`src/sv/mcar_pkg.sv`:
```
// ----------------------------------------------------------------------------
// mcar_pkg
// Shared types and constants for the multi-card configuration controller.
// ----------------------------------------------------------------------------
package mcar_pkg;

  // Event codes
  typedef enum logic [2:0] {
    OP_LISTEN    = 3'd0,
    OP_CONFIGURE = 3'd1,
    OP_FEEDBACK  = 3'd2,
    OP_POLL      = 3'd3,
    OP_START     = 3'd4,
    OP_STOP      = 3'd5
  } opcode_t;

  // Feedback types
  localparam logic [1:0] FB_READY = 2'd1;
  localparam logic [1:0] FB_ACK   = 2'd2;

  // Send kinds
  localparam logic [1:0] KIND_CONFIG = 2'd0;
  localparam logic [1:0] KIND_START  = 2'd1;
  localparam logic [1:0] KIND_STOP   = 2'd2;

  // Configuration register indexes
  localparam int unsigned CFG_IDX_W = 2;
  localparam logic [CFG_IDX_W-1:0] CFG_CARD_COUNT  = 2'd0;
  localparam logic [CFG_IDX_W-1:0] CFG_ACK_TIMEOUT = 2'd1;
  localparam logic [CFG_IDX_W-1:0] CFG_MAX_ROUNDS  = 2'd2;

  // Configuration reset values
  localparam logic [5:0]  CARD_COUNT_RST  = 6'd32;
  localparam logic [31:0] ACK_TIMEOUT_RST = 32'd1000000000;
  localparam logic [3:0]  MAX_ROUNDS_RST  = 4'd4;

  // Card count compare width (holds up to 64)
  localparam int unsigned CNT_W = 7;

  // Round counter saturation value
  localparam logic [3:0] ROUNDS_MAX = 4'hF;

  // Control flags of the controller
  typedef struct packed {
    logic       listening;
    logic       configured;
    logic       configuring;
    logic       await_ack;
    logic [3:0] rounds;
  } ctl_t;

endpackage

```
`src/sv/mcar_step.sv`:
```
// ----------------------------------------------------------------------------
// mcar_step
// Next-state and result logic for one event of the configuration controller.
// ----------------------------------------------------------------------------
module mcar_step #(
  parameter int MAX_CARDS     = 32,
  parameter int COMMAND_WIDTH = 32
) (
  // configuration
  input  logic [5:0]               card_count,
  input  logic [31:0]              ack_timeout,
  input  logic [3:0]               max_rounds,
  // current state
  input  mcar_pkg::ctl_t           ctl,
  input  logic [63:0]              deadline,
  input  logic [MAX_CARDS-1:0]     acked,
  input  logic [MAX_CARDS-1:0]     ready,
  input  logic [COMMAND_WIDTH-1:0] stored,
  // event
  input  logic [2:0]               opcode,
  input  logic                     listen_value,
  input  logic [COMMAND_WIDTH-1:0] command_word,
  input  logic                     wait_ack,
  input  logic [62:0]              now,
  input  logic [5:0]               card_index,
  input  logic [1:0]               feedback_type,
  input  logic                     send_ok,
  // next state
  output mcar_pkg::ctl_t           ctl_next,
  output logic [63:0]              deadline_next,
  output logic [MAX_CARDS-1:0]     acked_next,
  output logic [MAX_CARDS-1:0]     ready_next,
  output logic [COMMAND_WIDTH-1:0] stored_next,
  // result
  output logic                     accepted,
  output logic                     send_valid,
  output logic [1:0]               send_kind,
  output logic [COMMAND_WIDTH-1:0] send_command,
  output logic [MAX_CARDS-1:0]     target_mask
);

  logic [mcar_pkg::CNT_W-1:0] active;
  logic [MAX_CARDS-1:0]       all_mask;
  logic [MAX_CARDS-1:0]       card_bit;
  logic                       card_ok;
  logic [63:0]                due_time;
  logic                       timed_out;
  logic                       do_round;
  logic                       is_cfg;
  logic [MAX_CARDS-1:0]       r_acked;
  logic [3:0]                 r_rounds;
  logic                       r_await;
  logic [COMMAND_WIDTH-1:0]   r_cmd;
  logic [MAX_CARDS-1:0]       missing;
  logic [MAX_CARDS-1:0]       ack_set;

  // Active card count, clamped to the number of card slots
  always_comb begin
    if ({1'b0, card_count} > mcar_pkg::CNT_W'(MAX_CARDS)) begin
      active = mcar_pkg::CNT_W'(MAX_CARDS);
    end else begin
      active = {1'b0, card_count};
    end
  end

  // All-cards mask and one-hot of the reporting card
  always_comb begin
    for (int i = 0; i < MAX_CARDS; i++) begin
      all_mask[i] = (mcar_pkg::CNT_W'(i) < active);
      card_bit[i] = (mcar_pkg::CNT_W'(card_index) == mcar_pkg::CNT_W'(i));
    end
  end

  assign card_ok   = ({1'b0, card_index} < active);
  assign due_time  = {1'b0, now} + {32'd0, ack_timeout};
  assign timed_out = ({1'b0, now} >= deadline);

  // Round inputs: a configure starts from a cleared round
  assign is_cfg   = (opcode == mcar_pkg::OP_CONFIGURE);
  assign r_acked  = is_cfg ? '0 : acked;
  assign r_rounds = is_cfg ? 4'd0 : ctl.rounds;
  assign r_await  = is_cfg ? wait_ack : ctl.await_ack;
  assign r_cmd    = is_cfg ? command_word : stored;
  assign missing  = all_mask & ~r_acked;
  assign ack_set  = acked | card_bit;

  assign do_round = (is_cfg && ctl.listening) ||
                    ((opcode == mcar_pkg::OP_POLL) && ctl.configuring && timed_out &&
                     (ctl.rounds < max_rounds));

  // Event handling
  always_comb begin
    ctl_next      = ctl;
    deadline_next = deadline;
    acked_next    = acked;
    ready_next    = ready;
    stored_next   = stored;
    accepted      = 1'b0;
    send_valid    = 1'b0;
    send_kind     = mcar_pkg::KIND_CONFIG;
    send_command  = '0;
    target_mask   = '0;

    case (opcode)
      mcar_pkg::OP_LISTEN: begin
        ctl_next.listening   = listen_value;
        ctl_next.configured  = 1'b0;
        ctl_next.configuring = 1'b0;
        ctl_next.rounds      = 4'd0;
        deadline_next        = '0;
        ready_next           = '0;
        acked_next           = '0;
      end
      mcar_pkg::OP_CONFIGURE: begin
        if (ctl.listening) begin
          stored_next          = command_word;
          ctl_next.await_ack   = wait_ack;
          ctl_next.configured  = 1'b0;
          ctl_next.configuring = 1'b1;
          ctl_next.rounds      = 4'd0;
          acked_next           = '0;
        end
      end
      mcar_pkg::OP_FEEDBACK: begin
        if (card_ok) begin
          if (feedback_type == mcar_pkg::FB_READY) begin
            ready_next = ready | card_bit;
          end
          if (feedback_type == mcar_pkg::FB_ACK) begin
            acked_next = ack_set;
            if (ctl.configuring && ((ack_set & all_mask) == all_mask)) begin
              ctl_next.configured  = 1'b1;
              ctl_next.configuring = 1'b0;
            end
          end
        end
      end
      mcar_pkg::OP_POLL: begin
        if (ctl.configuring && timed_out && (ctl.rounds >= max_rounds)) begin
          ctl_next.configuring = 1'b0;
        end
      end
      mcar_pkg::OP_START, mcar_pkg::OP_STOP: begin
        if (ctl.listening && ((opcode == mcar_pkg::OP_STOP) || ctl.configured)) begin
          send_valid  = 1'b1;
          send_kind   = (opcode == mcar_pkg::OP_START) ? mcar_pkg::KIND_START
                                                       : mcar_pkg::KIND_STOP;
          target_mask = all_mask;
          accepted    = send_ok;
        end
      end
      default: begin
      end
    endcase

    // Send round to cards still missing an acknowledgement; complete if none is missing
    if (do_round) begin
      if (missing == '0) begin
        ctl_next.configured  = 1'b1;
        ctl_next.configuring = 1'b0;
        accepted             = is_cfg;
      end else begin
        ctl_next.rounds = (r_rounds == mcar_pkg::ROUNDS_MAX) ? r_rounds : r_rounds + 4'd1;
        send_valid      = 1'b1;
        send_kind       = mcar_pkg::KIND_CONFIG;
        send_command    = r_cmd;
        target_mask     = missing;
        if (!send_ok) begin
          ctl_next.configuring = 1'b0;
        end else if (!r_await) begin
          acked_next           = all_mask;
          ctl_next.configured  = 1'b1;
          ctl_next.configuring = 1'b0;
          accepted             = is_cfg;
        end else begin
          deadline_next = due_time;
          accepted      = is_cfg;
        end
      end
    end
  end

endmodule

```
`src/sv/multicard_config_ack_retry.sv`:
```
// One event per clock is taken at the input; its result moves from the input
// register into the output register (one pass of mask logic, one 64-bit add
// and one 64-bit compare lie between them). A waiting result does not stop
// one more event from entering an empty input register; the input stalls
// only while both registers hold work and the output is stalled. Configuration
// writes take effect at once and must be made only while no event is in flight.
// ----------------------------------------------------------------------------
// multicard_config_ack_retry
// Broadcast configuration controller with per-card acknowledgement and
// timed resend rounds.
// ----------------------------------------------------------------------------
module multicard_config_ack_retry #(
  parameter int MAX_CARDS     = 32,
  parameter int COMMAND_WIDTH = 32
) (
  input  logic                     clk,
  input  logic                     rst,
  // configuration port
  input  logic                     cfg_we,
  input  logic [mcar_pkg::CFG_IDX_W-1:0] cfg_index,
  input  logic [31:0]              cfg_data,
  // event channel
  input  logic                     in_valid,
  output logic                     in_stall,
  input  logic [2:0]               opcode,
  input  logic                     listen_value,
  input  logic [COMMAND_WIDTH-1:0] command_word,
  input  logic                     wait_ack,
  input  logic [62:0]              now,
  input  logic [5:0]               card_index,
  input  logic [1:0]               feedback_type,
  input  logic                     send_ok,
  // result channel
  output logic                     out_valid,
  input  logic                     out_stall,
  output logic                     accepted,
  output logic                     send_valid,
  output logic [1:0]               send_kind,
  output logic [COMMAND_WIDTH-1:0] send_command,
  output logic [MAX_CARDS-1:0]     target_mask,
  output logic                     is_configured,
  output logic                     is_configuring,
  output logic [MAX_CARDS-1:0]     ready_mask,
  output logic [MAX_CARDS-1:0]     ack_mask,
  output logic [3:0]               rounds_used
);

  // configuration registers
  logic [5:0]  card_count;
  logic [31:0] ack_timeout;
  logic [3:0]  max_rounds;

  // controller state
  mcar_pkg::ctl_t           ctl;
  logic [63:0]              deadline;
  logic [MAX_CARDS-1:0]     acked;
  logic [MAX_CARDS-1:0]     ready;
  logic [COMMAND_WIDTH-1:0] stored;

  // input register
  logic                     in_full;
  logic [2:0]               q_opcode;
  logic                     q_listen_value;
  logic [COMMAND_WIDTH-1:0] q_command_word;
  logic                     q_wait_ack;
  logic [62:0]              q_now;
  logic [5:0]               q_card_index;
  logic [1:0]               q_feedback_type;
  logic                     q_send_ok;

  // step outputs
  mcar_pkg::ctl_t           ctl_next;
  logic [63:0]              deadline_next;
  logic [MAX_CARDS-1:0]     acked_next;
  logic [MAX_CARDS-1:0]     ready_next;
  logic [COMMAND_WIDTH-1:0] stored_next;
  logic                     accepted_next;
  logic                     send_valid_next;
  logic [1:0]               send_kind_next;
  logic [COMMAND_WIDTH-1:0] send_command_next;
  logic [MAX_CARDS-1:0]     target_mask_next;

  logic take;
  logic advance;

  assign advance  = in_full && (!out_valid || !out_stall);
  assign in_stall = in_full && out_valid && out_stall;
  assign take     = in_valid && !in_stall;

  // Configuration writes
  always_ff @(posedge clk) begin
    if (rst) begin
      card_count  <= mcar_pkg::CARD_COUNT_RST;
      ack_timeout <= mcar_pkg::ACK_TIMEOUT_RST;
      max_rounds  <= mcar_pkg::MAX_ROUNDS_RST;
    end else if (cfg_we) begin
      case (cfg_index)
        mcar_pkg::CFG_CARD_COUNT:  card_count  <= cfg_data[5:0];
        mcar_pkg::CFG_ACK_TIMEOUT: ack_timeout <= cfg_data;
        mcar_pkg::CFG_MAX_ROUNDS:  max_rounds  <= cfg_data[3:0];
        default: begin
        end
      endcase
    end
  end

  // Input register
  always_ff @(posedge clk) begin
    if (rst) begin
      in_full <= 1'b0;
    end else if (take) begin
      in_full <= 1'b1;
    end else if (advance) begin
      in_full <= 1'b0;
    end
  end

  always_ff @(posedge clk) begin
    if (take) begin
      q_opcode        <= opcode;
      q_listen_value  <= listen_value;
      q_command_word  <= command_word;
      q_wait_ack      <= wait_ack;
      q_now           <= now;
      q_card_index    <= card_index;
      q_feedback_type <= feedback_type;
      q_send_ok       <= send_ok;
    end
  end

  mcar_step #(
    .MAX_CARDS     (MAX_CARDS),
    .COMMAND_WIDTH (COMMAND_WIDTH)
  ) u_step (
    .card_count    (card_count),
    .ack_timeout   (ack_timeout),
    .max_rounds    (max_rounds),
    .ctl           (ctl),
    .deadline      (deadline),
    .acked         (acked),
    .ready         (ready),
    .stored        (stored),
    .opcode        (q_opcode),
    .listen_value  (q_listen_value),
    .command_word  (q_command_word),
    .wait_ack      (q_wait_ack),
    .now           (q_now),
    .card_index    (q_card_index),
    .feedback_type (q_feedback_type),
    .send_ok       (q_send_ok),
    .ctl_next      (ctl_next),
    .deadline_next (deadline_next),
    .acked_next    (acked_next),
    .ready_next    (ready_next),
    .stored_next   (stored_next),
    .accepted      (accepted_next),
    .send_valid    (send_valid_next),
    .send_kind     (send_kind_next),
    .send_command  (send_command_next),
    .target_mask   (target_mask_next)
  );

  // Controller state update
  always_ff @(posedge clk) begin
    if (rst) begin
      ctl      <= '0;
      deadline <= '0;
      acked    <= '0;
      ready    <= '0;
      stored   <= '0;
    end else if (advance) begin
      ctl      <= ctl_next;
      deadline <= deadline_next;
      acked    <= acked_next;
      ready    <= ready_next;
      stored   <= stored_next;
    end
  end

  // Result register
  always_ff @(posedge clk) begin
    if (rst) begin
      out_valid <= 1'b0;
    end else if (advance) begin
      out_valid <= 1'b1;
    end else if (!out_stall) begin
      out_valid <= 1'b0;
    end
  end

  always_ff @(posedge clk) begin
    if (advance) begin
      accepted       <= accepted_next;
      send_valid     <= send_valid_next;
      send_kind      <= send_kind_next;
      send_command   <= send_command_next;
      target_mask    <= target_mask_next;
      is_configured  <= ctl_next.configured;
      is_configuring <= ctl_next.configuring;
      ready_mask     <= ready_next;
      ack_mask       <= acked_next;
      rounds_used    <= ctl_next.rounds;
    end
  end

  // Checks
  a_flags_excl: assert property (@(posedge clk) disable iff (rst)
    !(ctl.configured && ctl.configuring))
    else $error("configured and configuring both set");

  a_cfg_needs_listen: assert property (@(posedge clk) disable iff (rst)
    (ctl.configuring || ctl.configured) |-> ctl.listening)
    else $error("configuration flag set while not listening");

  a_state_hold: assert property (@(posedge clk) disable iff (rst)
    !advance |=> $stable(ctl))
    else $error("controller state changed without an event");

  a_result_follows: assert property (@(posedge clk) disable iff (rst)
    advance |=> out_valid)
    else $error("processed event produced no result");

endmodule
```
`config.mk`:
```
export PLATFORM = sky130hd
export DESIGN_NAME = multicard_config_ack_retry
export DESIGN_NICKNAME = d
export VERILOG_FILES = /design/src/sv/mcar_pkg.sv /design/src/sv/mcar_step.sv /design/src/sv/multicard_config_ack_retry.sv
export SDC_FILE = /design/constraint.sdc
export NUM_CORES = 1
export LEC_CHECK = 0
export BUFFER_PORTS_ARGS = -buffer_cell sky130_fd_sc_hd__buf_2
export CAP_MARGIN = 25
export CORE_AREA = 2 2 200 202
export CTS_BUF_LIST = sky130_fd_sc_hd__clkbuf_4 sky130_fd_sc_hd__clkbuf_8 sky130_fd_sc_hd__clkbuf_16
export DETAILED_ROUTE_END_ITERATION = 16
export DIE_AREA = 0 0 202 204
export PLACE_DENSITY = 0.79
export SYNTH_ARGS = -nofsm -noshare
export SYNTH_HDL_FRONTEND = slang
export SYNTH_SLANG_ARGS = --single-unit
```
`constraint.sdc`:
```
create_clock -name clk -period 7.3 [get_ports clk]
set_clock_uncertainty 0.2 [all_clocks]
set_input_delay 0.73 -clock clk [delete_from_list [all_inputs] [get_ports clk]]
set_output_delay 0.73 -clock clk [all_outputs]
set_load 0.01 [all_outputs]
```
==> metrics.yaml, run 1 <==
final_layout:
  nNetsFinal: 2797
  fillCellCount: 3094
  final_util_pct: 66.4
  reg_top3: "deadline (64), q_now (63)"
  area_delta_synth_final_pct: 15.9
  largest_reg_flops: 64
  final_common_cell: "nand2_1"
  final_cell_mix: "426 x nand2_1, 286 x buf_2, 260 x a21oi_1"
  drive_gt1_share_pct: 16.9
  largest_register: "deadline"
route:
  drc: 0
  drt-total-wl_um: 66300
  viasPerCell: 6.20
  antenna_left: 0
  vias: 19300
  first_pass_iters: 6
  first_iter_violations: 1668
  wire_per_inst_um: 21.3
placement:
  port_buffers: 287
  gp_congestion: 0.979
  hpwlAfterDp_um: 46200
synthesis:
  syn_inst: 2304
  syn_area_mm2: 0.0225
  ys_ff_latch: 459
  netlist_top_cells_area: "edfxtp_1 33%, dfxtp_1 19%, nand2_1 7.1%, ha_1 5.8%, a21oi_1 5.8%"
  synthAdderAreaFrac_pct: 5.94
  synth-simple-area-share_pct: 14.9
  synth_compound_area_share_pct: 19.8
  synth_async_sr_flop_share_pct: 0
  synth_cell_types: 88
  ys.flop_type: "edfxtp_1"
  synth_edf_count: 247
  synth_top_family_by_area: "compound AO/OA/AOI/OAI gates"
  synth_top_area_share_pct: 33.0
  synth_nets: 2558
  seq_area_frac_synth_pct: 51.9
  ys_warn_count: 0
  synth_top_area_cell: "edfxtp_1"
  synth_xor_area_share_pct: 2.07
  avgSynthCellArea_um2: 9.75
  synth_mux_area_share_pct: 0.629
clock_tree:
  cts-root-buf: "clkbuf_16"
  path_clk_slew_ns: 0.07
  clock-sinks: 459
  worstSkewPairLatency_ns: 0.60
  numCtsBuffers: 47
  postCtsResizedCells: 0
  cts_setup_buffers: 0
  cts_tree: "done"
  htreeDepth: 2
  cts_hold_buf: 0
  cts_buffer_depth: 3
floorplanning:
  core_area_mm2: 0.0392
  ios: 288
  die_width_um: 202
  dieArea_mm2: 0.0412
  num_rows: 73
  start_util_pct: 57.3
  die_h_um: 204
power_and_ir_drop:
  power.density_mw_per_mm2: 228
  p_leak_nw: 9.61
  finalPower_w: 0.00594
  peakVddDrop_v: 0.000207
global_routing:
  grt_pass1_wl_um: 101000
  antenna_found_initial: 3
  grt_pass1_vias: 18400
  grtUsageTotal_pct: 31.3
  grt_max_degree: 81
  overflow: 0
sta:
  worst_pin_slew_ns: 1.15
  fin_tns_setup_ns: 0
  slew-limit-headroom_pct: 22.2
  max_freq_mhz: 200
  setup-violations-final: 0
  finalCriticalPeriod_ns: 4.99
  slew_viol_final: 0
  rsz0062_at_grt: "false"
  post-route-period-util_pct: 68.4
  hold_viol_final: 0
setup_path:
  start_kind: "flip-flop"
  crit_slowest_cell: "a221oi_4"
  crit_type: "reg -> reg"
  crit_fanout: 47
  cp.required_ns: 7.64
  cpPeakStageDelay_ns: 0.82
  cp.arrival_ns: 5.33
  cp_common_cell: "buf_4"
  path_cells: "or3b_1, buf_4, a22oi_1, or4_1, or3_1, nor4_4, or2_1, a211oi_4, a221oi_4, buf_4, a22o_1"
  end_kind: "flip-flop"
run_status:
  status: "completed"
hold_path:
  min_path_type: "in -> reg"
flow_run:
  cap_violations: 0
worst max-delay path: cells and delay by family, from the launching register on:
family          cells  cell delay (ns)
simple gates        5             1.72
flops               1             0.59
buf+inv             2             1.03
compound gates      4             1.36
Yosys cell counts (all sizes together), types with 45 or more instances:
| cell | instances |
|---|---|
| nand2 | 426 |
| a21oi | 265 |
| edfxtp | 247 |
| dfxtp | 212 |
| inv | 117 |
| ha | 105 |
| nor2 | 103 |
| o21ai | 91 |
| clkbuf | 88 |
| nand3 | 61 |
| a211oi | 57 |
| a22o | 51 |
| buf | 45 |
per-stage QoR:
stage | worst slack (ns) | cells | hold slack [ns] | instance area, um^2
floorplan | 0.726 | 2304 | 0.232 | 22500
global placement | 2.53 | 3013 | 0.241 | 24200
detailed placement | 2.39 | 3017 | 0.247 | 24300
CTS | 2.38 | 3105 | 0.0845 | 26000
global route | 2.12 | 3109 | 0.0895 | 26000
finish | 2.31 | 3110 | 0.102 | 26000
report_power, final:
part           total (W)  switching [W]  internal [W]
Clock            0.00259        0.00107       0.00152
Sequential       0.00285      0.0000570       0.00280
Combinational   0.000489       0.000315      0.000174
cell type report:
cell class | count | area [um^2] | area share, %
Antenna cell | 3 | 7.51 | 0.0288
Clock buffer | 56 | 1330 | 5.10
Clock inverter | 32 | 355 | 1.36
Inverter | 118 | 448 | 1.72
Multi-Input combinational cell | 1594 | 9800 | 37.6
Sequential cell | 459 | 11700 | 44.8
Tap cell | 525 | 657 | 2.52
Timing Repair Buffer | 323 | 1780 | 6.84
worst paths after layout:
check | startpoint | endpoint | slack (ns) | cells past startpoint
hold / removal | now[32] | q_now[32]$_DFFE_PP_ | 0.10 | 1
hold reg to reg | ready[24]$_SDFFE_PP0P_ | ready[24]$_SDFFE_PP0P_ | 0.25 | 2
setup / recovery | q_opcode[2]$_DFFE_PP_ | deadline[60]$_SDFFE_PP0P_ | 2.31 | 11
setup reg to reg | q_opcode[2]$_DFFE_PP_ | deadline[60]$_SDFFE_PP0P_ | 2.31 | 11
logic make-up after synthesis:
| kind of cell | Yosys count |
|---|---|
| simple gates | 747 |
| compound gates | 674 |
| mux | 14 |
| buf+inv | 251 |
| xor+xnor | 53 |
| flops | 459 |
| fa+ha+maj | 106 |
metal layers:
metal	global-route usage [%]	wire length (um)
met1	40.3	26400
met2	51.8	31700
met3	5.77	5640
met4	13.8	2560
met5	0	0
Power figures use the tool's default switching activity.
==> run 2: changes to the inputs <==
--- a/config.mk
+++ b/config.mk
@@ -5,12 +5,13 @@
 export SDC_FILE = /design/constraint.sdc
 export NUM_CORES = 1
 export LEC_CHECK = 0
+export ABC_AREA = 1
 export BUFFER_PORTS_ARGS = -buffer_cell sky130_fd_sc_hd__buf_2
 export CAP_MARGIN = 25
-export CORE_AREA = 2 2 200 202
+export CORE_AREA = 2 2 211 213
 export CTS_BUF_LIST = sky130_fd_sc_hd__clkbuf_4 sky130_fd_sc_hd__clkbuf_8 sky130_fd_sc_hd__clkbuf_16
 export DETAILED_ROUTE_END_ITERATION = 16
-export DIE_AREA = 0 0 202 204
+export DIE_AREA = 0 0 213 215
 export PLACE_DENSITY = 0.79
 export SYNTH_ARGS = -nofsm -noshare
 export SYNTH_HDL_FRONTEND = slang
==> constraint.sdc (replaced) <==
create_clock -name clk -period 4.8 [get_ports clk]
set_clock_uncertainty 0.2 [all_clocks]
set_input_delay 0.48 -clock clk [delete_from_list [all_inputs] [get_ports clk]]
set_output_delay 0.48 -clock clk [all_outputs]
set_load 0.01 [all_outputs]
==> run 2 against run 1 <==
Via count up 24%. First-iteration DRC count up 49%. Critical endpoint is now target_mask[27]$_DFFE_PP_. Wire length up 21%.
==> metrics.yaml, run 2 <==
synthesis:
  ys_ff_latch: 459  # unchanged
  synth_top_area_cell: "edfxtp_1"  # unchanged
  synth_top_area_share_pct: 29.3  # was 33.0%
  ys.flop_type: "edfxtp_1"  # unchanged
  ys_warn_count: 0  # unchanged
  synth_edf_count: 247  # unchanged
  avgSynthCellArea_um2: 7.73  # was 9.75 um^2
  seq_area_frac_synth_pct: 46.1  # was 51.9%
  synth_nets: 3527  # was 2,558
  synth_cell_types: 55  # was 88
  ys_top_cells_by_count: "694 x nand2_1, 502 x inv_1, 296 x a21oi_1"  # was 426 x nand2_1, 260 x a21oi_1, 247 x edfxtp_1
  netlist_top_cells_area: "edfxtp_1 29%, dfxtp_1 17%, nand2_1 10%, inv_1 7.4%, a21oi_1 5.9%"  # was edfxtp_1 33%, dfxtp_1 19%, nand2_1 7.1%, ha_1 5.8%, a21oi_1 5.8%
  synth_async_sr_flop_share_pct: 0  # unchanged
  syn_inst: 3273  # was 2,304
  syn_area_mm2: 0.0253  # was 0.0225 mm^2
  yosysMostFrequentCell: "nand2_1"  # unchanged
route:
  vias: 24000  # was 19,300
  drt-total-wl_um: 80300  # was 66,300 um
  drc: 0  # unchanged
  first_pass_iters: 8  # was 6
  antenna_left: 0  # unchanged
  first_iter_violations: 2477  # was 1,668
  viasPerCell: 5.59  # was 6.20
  wire_per_inst_um: 18.7  # was 21.3 um
final_layout:
  final_common_cell: "nand2_1"  # unchanged
  reg_top3: "deadline (64), q_now (63)"  # unchanged
  final_cell_mix: "694 x nand2_1, 500 x inv_1, 296 x a21oi_1"  # was 426 x nand2_1, 286 x buf_2, 260 x a21oi_1
  area_delta_synth_final_pct: 19.7  # was 15.9%
  drive_gt1_share_pct: 12.5  # was 16.9%
  largest_register: "deadline"  # unchanged
  largest_reg_flops: 64  # unchanged
  final-instance-count-excl-fill: 4281  # was 3,110
  nNetsFinal: 3902  # was 2,797
  fillCellCount: 3640  # was 3,094
  final_util_pct: 69.4  # was 66.4%
clock_tree:
  cts_buffer_depth: 3  # unchanged
  htreeDepth: 2  # unchanged
  cts_tree: "done"  # unchanged
  postCtsResizedCells: 0  # unchanged
  worstSkewPairLatency_ns: 0.60  # about the same
  cts_setup_buffers: 0  # unchanged
  clock-sinks: 459  # unchanged
  cts-root-buf: "clkbuf_16"  # unchanged
  numCtsBuffers: 47  # unchanged
  path_clk_slew_ns: 0.06  # was 0.07 ns
global_routing:
  grtUsageTotal_pct: 34.7  # was 31.3%
  overflow: 0  # unchanged
  grt_max_degree: 193  # was 81
  grt_pass1_wl_um: 124000  # was 101,000 um
  antenna_found_initial: 3  # unchanged
  grt_pass1_vias: 22800  # was 18,400
floorplanning:
  start_util_pct: 58.0  # was 57.3%
  dieArea_mm2: 0.0458  # was 0.0412 mm^2
  die_h_um: 215  # was 204 um
  core_area_mm2: 0.0436  # was 0.0392 mm^2
  die_width_um: 213  # was 202 um
  num_rows: 77  # was 73
  ios: 288  # unchanged
placement:
  port_buffers: 287  # unchanged
  placedCellCount: 4047  # was 3,017
  gp_congestion: 0.990  # was 0.979
  preCtsSetupSlack_ns: 0.895  # was 2.39 ns
  hpwlAfterDp_um: 54500  # was 46,200 um
setup_path:
  ff2ff_path_depth: 15  # was 11
  start_kind: "flip-flop"  # unchanged
  crit_slowest_cell: "nor2_1"  # was a221oi_4
  crit_buf_inv: 2  # unchanged
  path_delay_family: "simple AND/OR/NAND/NOR gates"  # unchanged
  cp_common_cell: "nor2_1"  # was buf_4
  cpPeakStageDelay_ns: 0.59  # was 0.82 ns
  end_kind: "flip-flop"  # unchanged
  cp.arrival_ns: 4.13  # was 5.33 ns
  crit_fanout: 12  # was 47
  crit_type: "reg -> reg"  # unchanged
  path_cells: "nor2_2, nand2_2, nor2_4, nand2_1, o21ai_0, nand2_1, nor2_1, nand4_1, nor2_1, nand2_4, inv_4, a21oi_2, buf_4, nor2_1, nor3_1"  # was or3b_1, buf_4, a22oi_1, or4_1, or3_1, nor4_4, or2_1, a211oi_4, a221oi_4, buf_4, a22o_1
  reg2reg_from: "card_count[5]$_SDFFE_PP1P_"  # was q_opcode[2]$_DFFE_PP_
  r2r_slack_ns: 0.77  # was 2.31 ns
  timing.rr.end: "target_mask[27]$_DFFE_PP_"  # was deadline[60]$_SDFFE_PP0P_
  cp.required_ns: 4.90  # was 7.64 ns
hold_path:
  min_path_type: "in -> reg"  # unchanged
  holdPathEnd: "in_full$_SDFFE_PP0P_"  # was q_now[32]$_DFFE_PP_
  whs_path_depth: 3  # was 1
  worstHoldStart: "in_valid"  # was now[32]
flow_run:
  cap_violations: 0  # unchanged
sta:
  hold_viol_final: 0  # unchanged
  slew-limit-headroom_pct: 20.0  # was 22.2%
  setup-violations-final: 0  # unchanged
  fin_ws_ns: 0.770  # was 2.31 ns
  worst_pin_slew_ns: 1.20  # was 1.15 ns
  post-route-period-util_pct: 84.0  # was 68.4%
  fin_tns_setup_ns: 0  # unchanged
  rsz0062_at_grt: "false"  # unchanged
  finalCriticalPeriod_ns: 4.03  # was 4.99 ns
  max_freq_mhz: 248  # was 200 MHz
  slew_viol_final: 0  # unchanged
power_and_ir_drop:
  p_leak_nw: 13.5  # was 9.61 nW
  peakVddDrop_v: 0.000316  # was 0.000207 V
  power.density_mw_per_mm2: 320  # was 228 mW/mm^2
run_status:
  status: "completed"  # unchanged
[run 2: changes by cell type after synthesis, moves of 21 or more]
cell / change
inv_1: +385
nor2_1: +161
and2_1: -21
nand4_1: +24
a22o_1: -51
a21oi_1: +36
o22ai_1: +39
o21ai_0: +137
nand2_1: +268
nand3_1: +171
[run 2: report_power, final]
| part | total (W) | switching, W | internal (W) |
|---|---|---|---|
| logic | 0.00133 | 0.000854 | 0.000476 |
| registers | 0.00446 | 0.000119 | 0.00434 |
| clock network | 0.00390 | 0.00163 | 0.00227 |
| total | 0.00969 | 0.00260 | 0.00709 |
[run 2: per-layer routing]
metal  vias up  global-route usage (%)  part of all wire, %
li1      11600                       -                    -
met1     10900                    43.1                   39
met2      1148                    57.2                   47
met3       286                    5.47                  7.4
met4         2                    20.0                  6.3
met5         -                       0                0.016
[run 2: per-stage QoR]
step / area [um^2] / hold slack (ns) / power (W)
final: 30300 / 0.0412 / 0.00969
after global routing: 30300 / 0.0526 / 0.0100
after CTS: 30300 / 0.00933 / 0.00966
after detailed placement: 27200 / 0.245 / 0.00573
after global placement: 27200 / 0.241 / 0.00572
after floorplan: 25300 / 0.228 / 0.00531
[run 2: area by class of cell]
class	count	area [um^2]	share of cell area, %
antenna	2	5.00	0.0165
clock buffer	67	1410	4.64
clock inverter	21	238	0.785
inverter	517	1950	6.43
multi-input combinational	2166	11100	36.8
sequential	459	11700	38.5
tap	592	741	2.45
timing repair buffer	457	3160	10.4
[run 2: worst reg2reg max path: stages, from the launching register on]
cell,delay (ns)
dfxtp_1,0.40
nor2_2,0.48
nand2_2,0.27
nor2_4,0.24
nand2_1,0.11
o21ai_0,0.14
nand2_1,0.09
nor2_1,0.15
nand4_1,0.10
nor2_1,0.22
nand2_4,0.16
inv_4,0.14
a21oi_2,0.10
buf_4,0.20
nor2_1,0.59
nor3_1,0.15
[run 2: worst max path at each step]
stage                     slack (ns)                       start  cells past startpoint                   endpoint
after floorplan                 1.18                   out_stall                      5         accepted$_DFFE_PP_
after global routing            0.46         q_now[60]$_DFFE_PP_                     16     acked[26]$_SDFFE_PP0P_
after CTS                       0.88  card_count[5]$_SDFFE_PP1P_                     15  target_mask[27]$_DFFE_PP_
after global placement          0.97         q_now[60]$_DFFE_PP_                     14  target_mask[16]$_DFFE_PP_
after detailed placement        0.90  card_count[5]$_SDFFE_PP1P_                     15  target_mask[27]$_DFFE_PP_
final                           0.77  card_count[5]$_SDFFE_PP1P_                     15  target_mask[27]$_DFFE_PP_
[run 2: kinds of logic after synthesis]
group           synth area share, %
compound gates                 15.3
xor+xnor                       1.25
fa+ha+maj                      5.27
buf+inv                        10.0
flops                          46.1
simple gates                   22.1
[run 2: repair_timing]
item                       4_1_cts  5_1_grt
setup endpoints to repair        0        0
hold endpoints to repair       142        0
hold buffers                   143        0
